### config.mk
export PLATFORM = sky130hd
export DESIGN_NAME = ffha_ctrl
export DESIGN_NICKNAME = d
export VERILOG_FILES = /design/src/hdl/ffha_pkg.sv /design/src/hdl/ffha_ctrl.sv
export SDC_FILE = /design/constraint.sdc
export NUM_CORES = 1
export LEC_CHECK = 0
export BUFFER_PORTS_ARGS = -buffer_cell sky130_fd_sc_hd__clkbuf_2
export CELL_PAD_IN_SITES_DETAIL_PLACEMENT = 1
export CELL_PAD_IN_SITES_GLOBAL_PLACEMENT = 1
export CORE_MARGIN = 2
export CORE_UTILIZATION = 30
export CTS_CLUSTER_SIZE = 40
export DETAILED_ROUTE_END_ITERATION = 7
export PLACE_DENSITY_LB_ADDON = 0.1
export SLEW_MARGIN = 40
export SYNTH_ARGS = -nofsm -noshare
export SYNTH_HDL_FRONTEND = slang
export SYNTH_SLANG_ARGS = --single-unit
### constraint.sdc
create_clock -name clk -period 1.7 [get_ports clk]
set_input_delay 0.17 -clock clk [delete_from_list [all_inputs] [get_ports clk]]
set_output_delay 0.17 -clock clk [all_outputs]
set_load 0.01 [all_outputs]
### src/hdl/ffha_pkg.sv
// Package: shared types, constants and codes for the first-fit heap allocator.
package ffha_pkg;

    localparam int HEAP_BYTES_DEF   = 1048576;
    localparam int HEADER_BYTES_DEF = 16;
    localparam int ALIGN_BYTES_DEF  = 8;

    localparam int ADDR_W = 32;
    localparam int CNT_W  = 21;

    typedef enum logic [2:0] {
        ST_OK        = 3'd0,
        ST_NOT_READY = 3'd1,
        ST_NO_FIT    = 3'd2,
        ST_BAD_ADDR  = 3'd3,
        ST_DOUBLE    = 3'd4,
        ST_NULL      = 3'd5
    } status_t;

    typedef enum logic [0:0] {
        REG_HEAP_BASE = 1'b0,
        REG_HEAP_SIZE = 1'b1
    } reg_idx_t;

    typedef enum logic [4:0] {
        S_IDLE,
        S_FORM,
        S_CHECK,
        S_A_RD,
        S_A_WAIT,
        S_A_EVAL,
        S_A_SPLIT,
        S_F_RD,
        S_F_WAIT,
        S_F_EVAL,
        S_F_NRD,
        S_F_NWAIT,
        S_F_NEVAL,
        S_F_WCUR,
        S_F_PRD,
        S_F_PWAIT,
        S_F_PEVAL,
        S_F_MERGE,
        S_DONE
    } fsm_state_t;

    typedef struct packed {
        logic form;
        logic check;
        logic cursor_zero;
        logic rd_cursor;
        logic rd_target;
        logic rd_next;
        logic alloc_take;
        logic alloc_split;
        logic cursor_step;
        logic f_apply;
        logic f_absorb_next;
        logic f_write_cur;
        logic f_merge_prev;
        logic set_status;
        status_t status;
    } dp_cmd_t;

    typedef struct packed {
        logic    ready;
        logic    is_free_op;
        status_t pre_status;
        logic    blk_zero;
        logic    cursor_done;
        logic    blk_fits;
        logic    can_split;
        logic    blk_free;
        logic    tgt_start;
        logic    next_ok;
        logic    have_prev;
        logic    prev_free;
    } dp_stat_t;

endpackage

### src/hdl/ffha_ctrl.sv
// Controller state machine for the heap allocator.
module ffha_ctrl (
    input  logic                clk,
    input  logic                rst_n,
    input  logic                in_fire,
    input  logic                out_fire,
    input  logic                clear_done,
    input  ffha_pkg::dp_stat_t  stat,
    output ffha_pkg::dp_cmd_t   cmd,
    output logic                busy,
    output logic                res_valid
);

    ffha_pkg::fsm_state_t state_reg, state_next;

    always_ff @(posedge clk or negedge rst_n)
    begin
        if (!rst_n)
        begin
            state_reg <= ffha_pkg::S_IDLE;
        end
        else
        begin
            state_reg <= state_next;
        end
    end

    always_comb
    begin
        state_next = state_reg;
        cmd = '0;
        cmd.status = ffha_pkg::ST_OK;
        busy = 1'b1;
        res_valid = 1'b0;
        unique case (state_reg)
            ffha_pkg::S_IDLE:
            begin
                busy = !clear_done;
                if (in_fire)
                begin
                    state_next = ffha_pkg::S_FORM;
                end
            end
            ffha_pkg::S_FORM:
            begin
                cmd.form = 1'b1;
                state_next = ffha_pkg::S_CHECK;
            end
            ffha_pkg::S_CHECK:
            begin
                cmd.check = 1'b1;
                cmd.cursor_zero = 1'b1;
                if (stat.pre_status != ffha_pkg::ST_OK)
                begin
                    cmd.set_status = 1'b1;
                    cmd.status = stat.pre_status;
                    state_next = ffha_pkg::S_DONE;
                end
                else if (stat.is_free_op)
                begin
                    state_next = ffha_pkg::S_F_RD;
                end
                else
                begin
                    state_next = ffha_pkg::S_A_RD;
                end
            end
            ffha_pkg::S_A_RD:
            begin
                if (stat.cursor_done)
                begin
                    cmd.set_status = 1'b1;
                    cmd.status = ffha_pkg::ST_NO_FIT;
                    state_next = ffha_pkg::S_DONE;
                end
                else
                begin
                    cmd.rd_cursor = 1'b1;
                    state_next = ffha_pkg::S_A_WAIT;
                end
            end
            ffha_pkg::S_A_WAIT:
            begin
                cmd.rd_cursor = 1'b1;
                state_next = ffha_pkg::S_A_EVAL;
            end
            ffha_pkg::S_A_EVAL:
            begin
                if (stat.blk_zero)
                begin
                    cmd.set_status = 1'b1;
                    cmd.status = ffha_pkg::ST_NO_FIT;
                    state_next = ffha_pkg::S_DONE;
                end
                else if (stat.blk_free && stat.blk_fits)
                begin
                    cmd.alloc_take = 1'b1;
                    cmd.set_status = 1'b1;
                    cmd.status = ffha_pkg::ST_OK;
                    state_next = stat.can_split ? ffha_pkg::S_A_SPLIT : ffha_pkg::S_DONE;
                end
                else
                begin
                    cmd.cursor_step = 1'b1;
                    state_next = ffha_pkg::S_A_RD;
                end
            end
            ffha_pkg::S_A_SPLIT:
            begin
                cmd.alloc_split = 1'b1;
                state_next = ffha_pkg::S_DONE;
            end
            ffha_pkg::S_F_RD:
            begin
                cmd.rd_target = 1'b1;
                state_next = ffha_pkg::S_F_WAIT;
            end
            ffha_pkg::S_F_WAIT:
            begin
                cmd.rd_target = 1'b1;
                state_next = ffha_pkg::S_F_EVAL;
            end
            ffha_pkg::S_F_EVAL:
            begin
                if (!stat.tgt_start)
                begin
                    cmd.set_status = 1'b1;
                    cmd.status = ffha_pkg::ST_BAD_ADDR;
                    state_next = ffha_pkg::S_DONE;
                end
                else if (stat.blk_free)
                begin
                    cmd.set_status = 1'b1;
                    cmd.status = ffha_pkg::ST_DOUBLE;
                    state_next = ffha_pkg::S_DONE;
                end
                else
                begin
                    cmd.f_apply = 1'b1;
                    cmd.set_status = 1'b1;
                    cmd.status = ffha_pkg::ST_OK;
                    state_next = ffha_pkg::S_F_NRD;
                end
            end
            ffha_pkg::S_F_NRD:
            begin
                cmd.rd_next = 1'b1;
                state_next = ffha_pkg::S_F_NWAIT;
            end
            ffha_pkg::S_F_NWAIT:
            begin
                cmd.rd_next = 1'b1;
                state_next = ffha_pkg::S_F_NEVAL;
            end
            ffha_pkg::S_F_NEVAL:
            begin
                if (stat.next_ok)
                begin
                    cmd.f_absorb_next = 1'b1;
                end
                state_next = ffha_pkg::S_F_WCUR;
            end
            ffha_pkg::S_F_WCUR:
            begin
                cmd.f_write_cur = 1'b1;
                state_next = ffha_pkg::S_F_PRD;
            end
            ffha_pkg::S_F_PRD:
            begin
                if (stat.cursor_done)
                begin
                    state_next = ffha_pkg::S_F_MERGE;
                end
                else
                begin
                    cmd.rd_cursor = 1'b1;
                    state_next = ffha_pkg::S_F_PWAIT;
                end
            end
            ffha_pkg::S_F_PWAIT:
            begin
                cmd.rd_cursor = 1'b1;
                state_next = ffha_pkg::S_F_PEVAL;
            end
            ffha_pkg::S_F_PEVAL:
            begin
                if (stat.blk_zero)
                begin
                    state_next = ffha_pkg::S_F_MERGE;
                end
                else
                begin
                    cmd.cursor_step = 1'b1;
                    state_next = ffha_pkg::S_F_PRD;
                end
            end
            ffha_pkg::S_F_MERGE:
            begin
                if (stat.have_prev && stat.prev_free)
                begin
                    cmd.f_merge_prev = 1'b1;
                end
                state_next = ffha_pkg::S_DONE;
            end
            ffha_pkg::S_DONE:
            begin
                res_valid = 1'b1;
                if (out_fire)
                begin
                    state_next = ffha_pkg::S_IDLE;
                end
            end
            default:
            begin
                state_next = ffha_pkg::S_IDLE;
            end
        endcase
    end

    assert property (@(posedge clk) disable iff (!rst_n)
        (state_reg == ffha_pkg::S_DONE && !out_fire) |=> state_reg == ffha_pkg::S_DONE)
        else $error("result dropped while stalled");
    assert property (@(posedge clk) disable iff (!rst_n)
        in_fire |-> state_reg == ffha_pkg::S_IDLE)
        else $error("request accepted while busy");
    assert property (@(posedge clk) disable iff (!rst_n)
        res_valid |-> !busy || state_reg == ffha_pkg::S_DONE)
        else $error("result outside done state");

endmodule

==> impl_results.md <==
- Final Instance Area: 0.001394 mm2
- Crit start category: flip-flop
- Post-Syn Instances: 112
- Clk root buf: clkbuf_4
- Commonest non-fill, non-tap cell in the layout: buf_4
- Max-slew violations: 0
- Placed cells: 182
- Main synth FF type: dfrtp_1
- Flops & latches, synth: 5
- Reg2Reg Setup Slack: 20 ps
- Io pins: 38
- Post-synth EDFFs: 0
- Die area: 0.003040 mm2
- YS warnings: 0
- Final wirelength: 3514 um
- PnR worst setup slack: -108.9 ps
- Worst path cell trace: buf_4 -> nand2_1 -> o21ai_0 -> a21oi_1 -> o22ai_2 -> buf_2
- Pwr/cell area: 1874 mW/mm2
- CTS tree: built
- Routed length on met3: 207 um
- Outcome: finished with violations
- Layout area overhead: 77.67%
- Crit. End Element: output port
- Top layer in use: met4
- Clock sink count: 5
- TNS Setup: -306.3 ps
- I/O Buffers: 36
- Peak VDD IR: 0.001004 V
- Finished Layout Cells: 209
- DR iter-0 viols: 18
- Die width: 55.14 um
- M1 WL: 1391 um
- Post-route ant nets: 0
- # rows: 18
- Slowest-stage cell, CP: dfrtp_2
- Crit path DAT: 1640 ps
- Share of layout cells above drive strength 1: 58.10%
- First-pass GRT wire length: 5168 um
- Post-route core utilization: 56.26%
- Pre-antenna DRT Iters: 4
- RSZ-0062 raised after global routing: true
- Hold Fails Final Rpt: 0
- WL/cell: 16.81 um
- Fin Clk Skew: 5.317 ps
- Layout Nets: 199
- Final routed DRC violation total: 0
- Initial Utilization: 31.67%
- Total CTS buffers: 3
- Endpoints failing setup: 7
- Netlist cell types: 41
- FFs w/ async S/R, synth: 100.0%
- PnR Total Power: 2.613 mW
- Max_slew headroom: 76.26%
- CTS Buffer Depth: 2
- Static Leak: 0.6861 nW
- Pin count of the biggest net entering global routing: 9
- Clock latency on the worst-skew pair: 250 ps
- Tmin final: 1809 ps
- Failing checks: setup timing
- GPL Wtd Cong: 0.8952
- Vias per cell: 5.574
- Avg Inst Size Synth: 7.004 um2
- Largest register FFs: 5
- DP Area: 0.001044 mm2
- Hold Slack: 229.1 ps
- Hold/Removal Path Class: in2reg
- Cell Area, Synth: 784.5 um2
- Commonest cells after routing, fill and taps aside: buf_4, clkbuf_2, nand2_1, a21oi_1, buf_2
- Vias in the first global route: 1,107
- Die H: 55.14 um
- Antenna diode count: 0
- Worst EP required: 1530 ps
- Post-DP HPWL: 2288 um
- Via count: 1,165
- Syn_nets: 131
- H-Tree Depth: 1
- WL met2: 1853 um
- Worst Path Max Fanout: 7
- Maxcap violations: 0
- Worst-path clk slew: 50 ps
- Seq/Total Area, Yosys: 15.95%
- CP max stage delay: 450 ps
- Antenna violations before repair: 0
- Pre-CTS setup slack: -25.52 ps
- GRT Total Usage: 24.13%
- Fmax: 552.8 MHz
- Worst-Margin Slew: 355.7 ps
- Final period util: 106.4%
- Setup CP Type: reg2out
- Total grt overflow: 0
- CORE AREA: 0.002477 mm2
cells by family (layout without fill, tap and decap cells):
logic type / after synthesis / in the layout / share of synthesized area [%]
AO/OA/AOI/OAI: 30 / 30 / 24.88
AND/OR/NAND/NOR: 64 / 64 / 48.49
multiplexers: 2 / 2 / 2.552
buffers and inverters: 11 / 78 / 8.134
flip-flops: 5 / 5 / 15.95
area by class of cell:
| class | count | area [um2] |
|---|---|---|
| timing repair buffer | 72 | 493.0 |
| sequential | 5 | 131.4 |
| inverter | 2 | 7.507 |
| multi-input combinational | 96 | 698.2 |
| fill | 332 | 1084 |
| clock buffer | 4 | 26.28 |
| tap | 30 | 37.54 |
metal layers:
metal | global-route usage (%) | vias up
met3 | 3.495 | 12
met1 | 27.92 | 550
met5 | 0 | -
met4 | 9.756 | 0
li1 | - | 547
met2 | 44.05 | 56
report_power, final:
part	leakage (nW)	total (mW)	internal [mW]	switching, mW
logic	0.614	2.15	1.12	1.03
registers	0.0569	0.316	0.191	0.125
clock network	0.0150	0.146	0.0893	0.0570
total	0.686	2.61	1.40	1.21
critical path, delay by kind of cell (launching register included):
kind                   cells  cell delay, ps
buffers and inverters      2             310
DFF                        1             450
AOI/OAI and AO/OA          3             450
and+or+nand+nor            1             170
Yosys cell counts, types with 3 or more instances:
| cell type | count | area, um2 |
|---|---|---|
| dfrtp_1 | 5 | 125.1 |
| o22ai_1 | 3 | 18.77 |
| nor3_1 | 4 | 20.02 |
| nand2_1 | 11 | 41.29 |
| and3_1 | 3 | 18.77 |
| buf_4 | 3 | 22.52 |
| a21oi_1 | 10 | 50.05 |
| nor2b_1 | 5 | 31.28 |
| nand3_1 | 5 | 25.02 |
| nor2_1 | 14 | 52.55 |
| o21ai_0 | 5 | 25.02 |
| nand2b_1 | 4 | 25.02 |
| buf_2 | 3 | 15.01 |
| nand3b_1 | 3 | 22.52 |
timing repair:
item	CTS	global route
endpoints found under the setup margin	15	21
hold endpoints to repair	5	0
gates resized for setup	29	22
buffers inserted	17	5
hold buffers	1	0
pin swaps	9	4
final timing paths:
check / start / end / cells past startpoint
min in group asynchronous: rst_n / state_reg[0]$_DFFE_PN0P_ / 2
worst min-delay path: stat[5] / state_reg[2]$_DFFE_PN0P_ / 3
worst min register to register: state_reg[0]$_DFFE_PN0P_ / state_reg[0]$_DFFE_PN0P_ / 3
max in group asynchronous: rst_n / state_reg[1]$_DFFE_PN0P_ / 2
worst max-delay path: state_reg[2]$_DFFE_PN0P_ / cmd[13] / 6
worst max register to register: state_reg[0]$_DFFE_PN0P_ / state_reg[4]$_DFFE_PN0P_ / 5
Note: power is estimated with default switching activity, not from simulation.
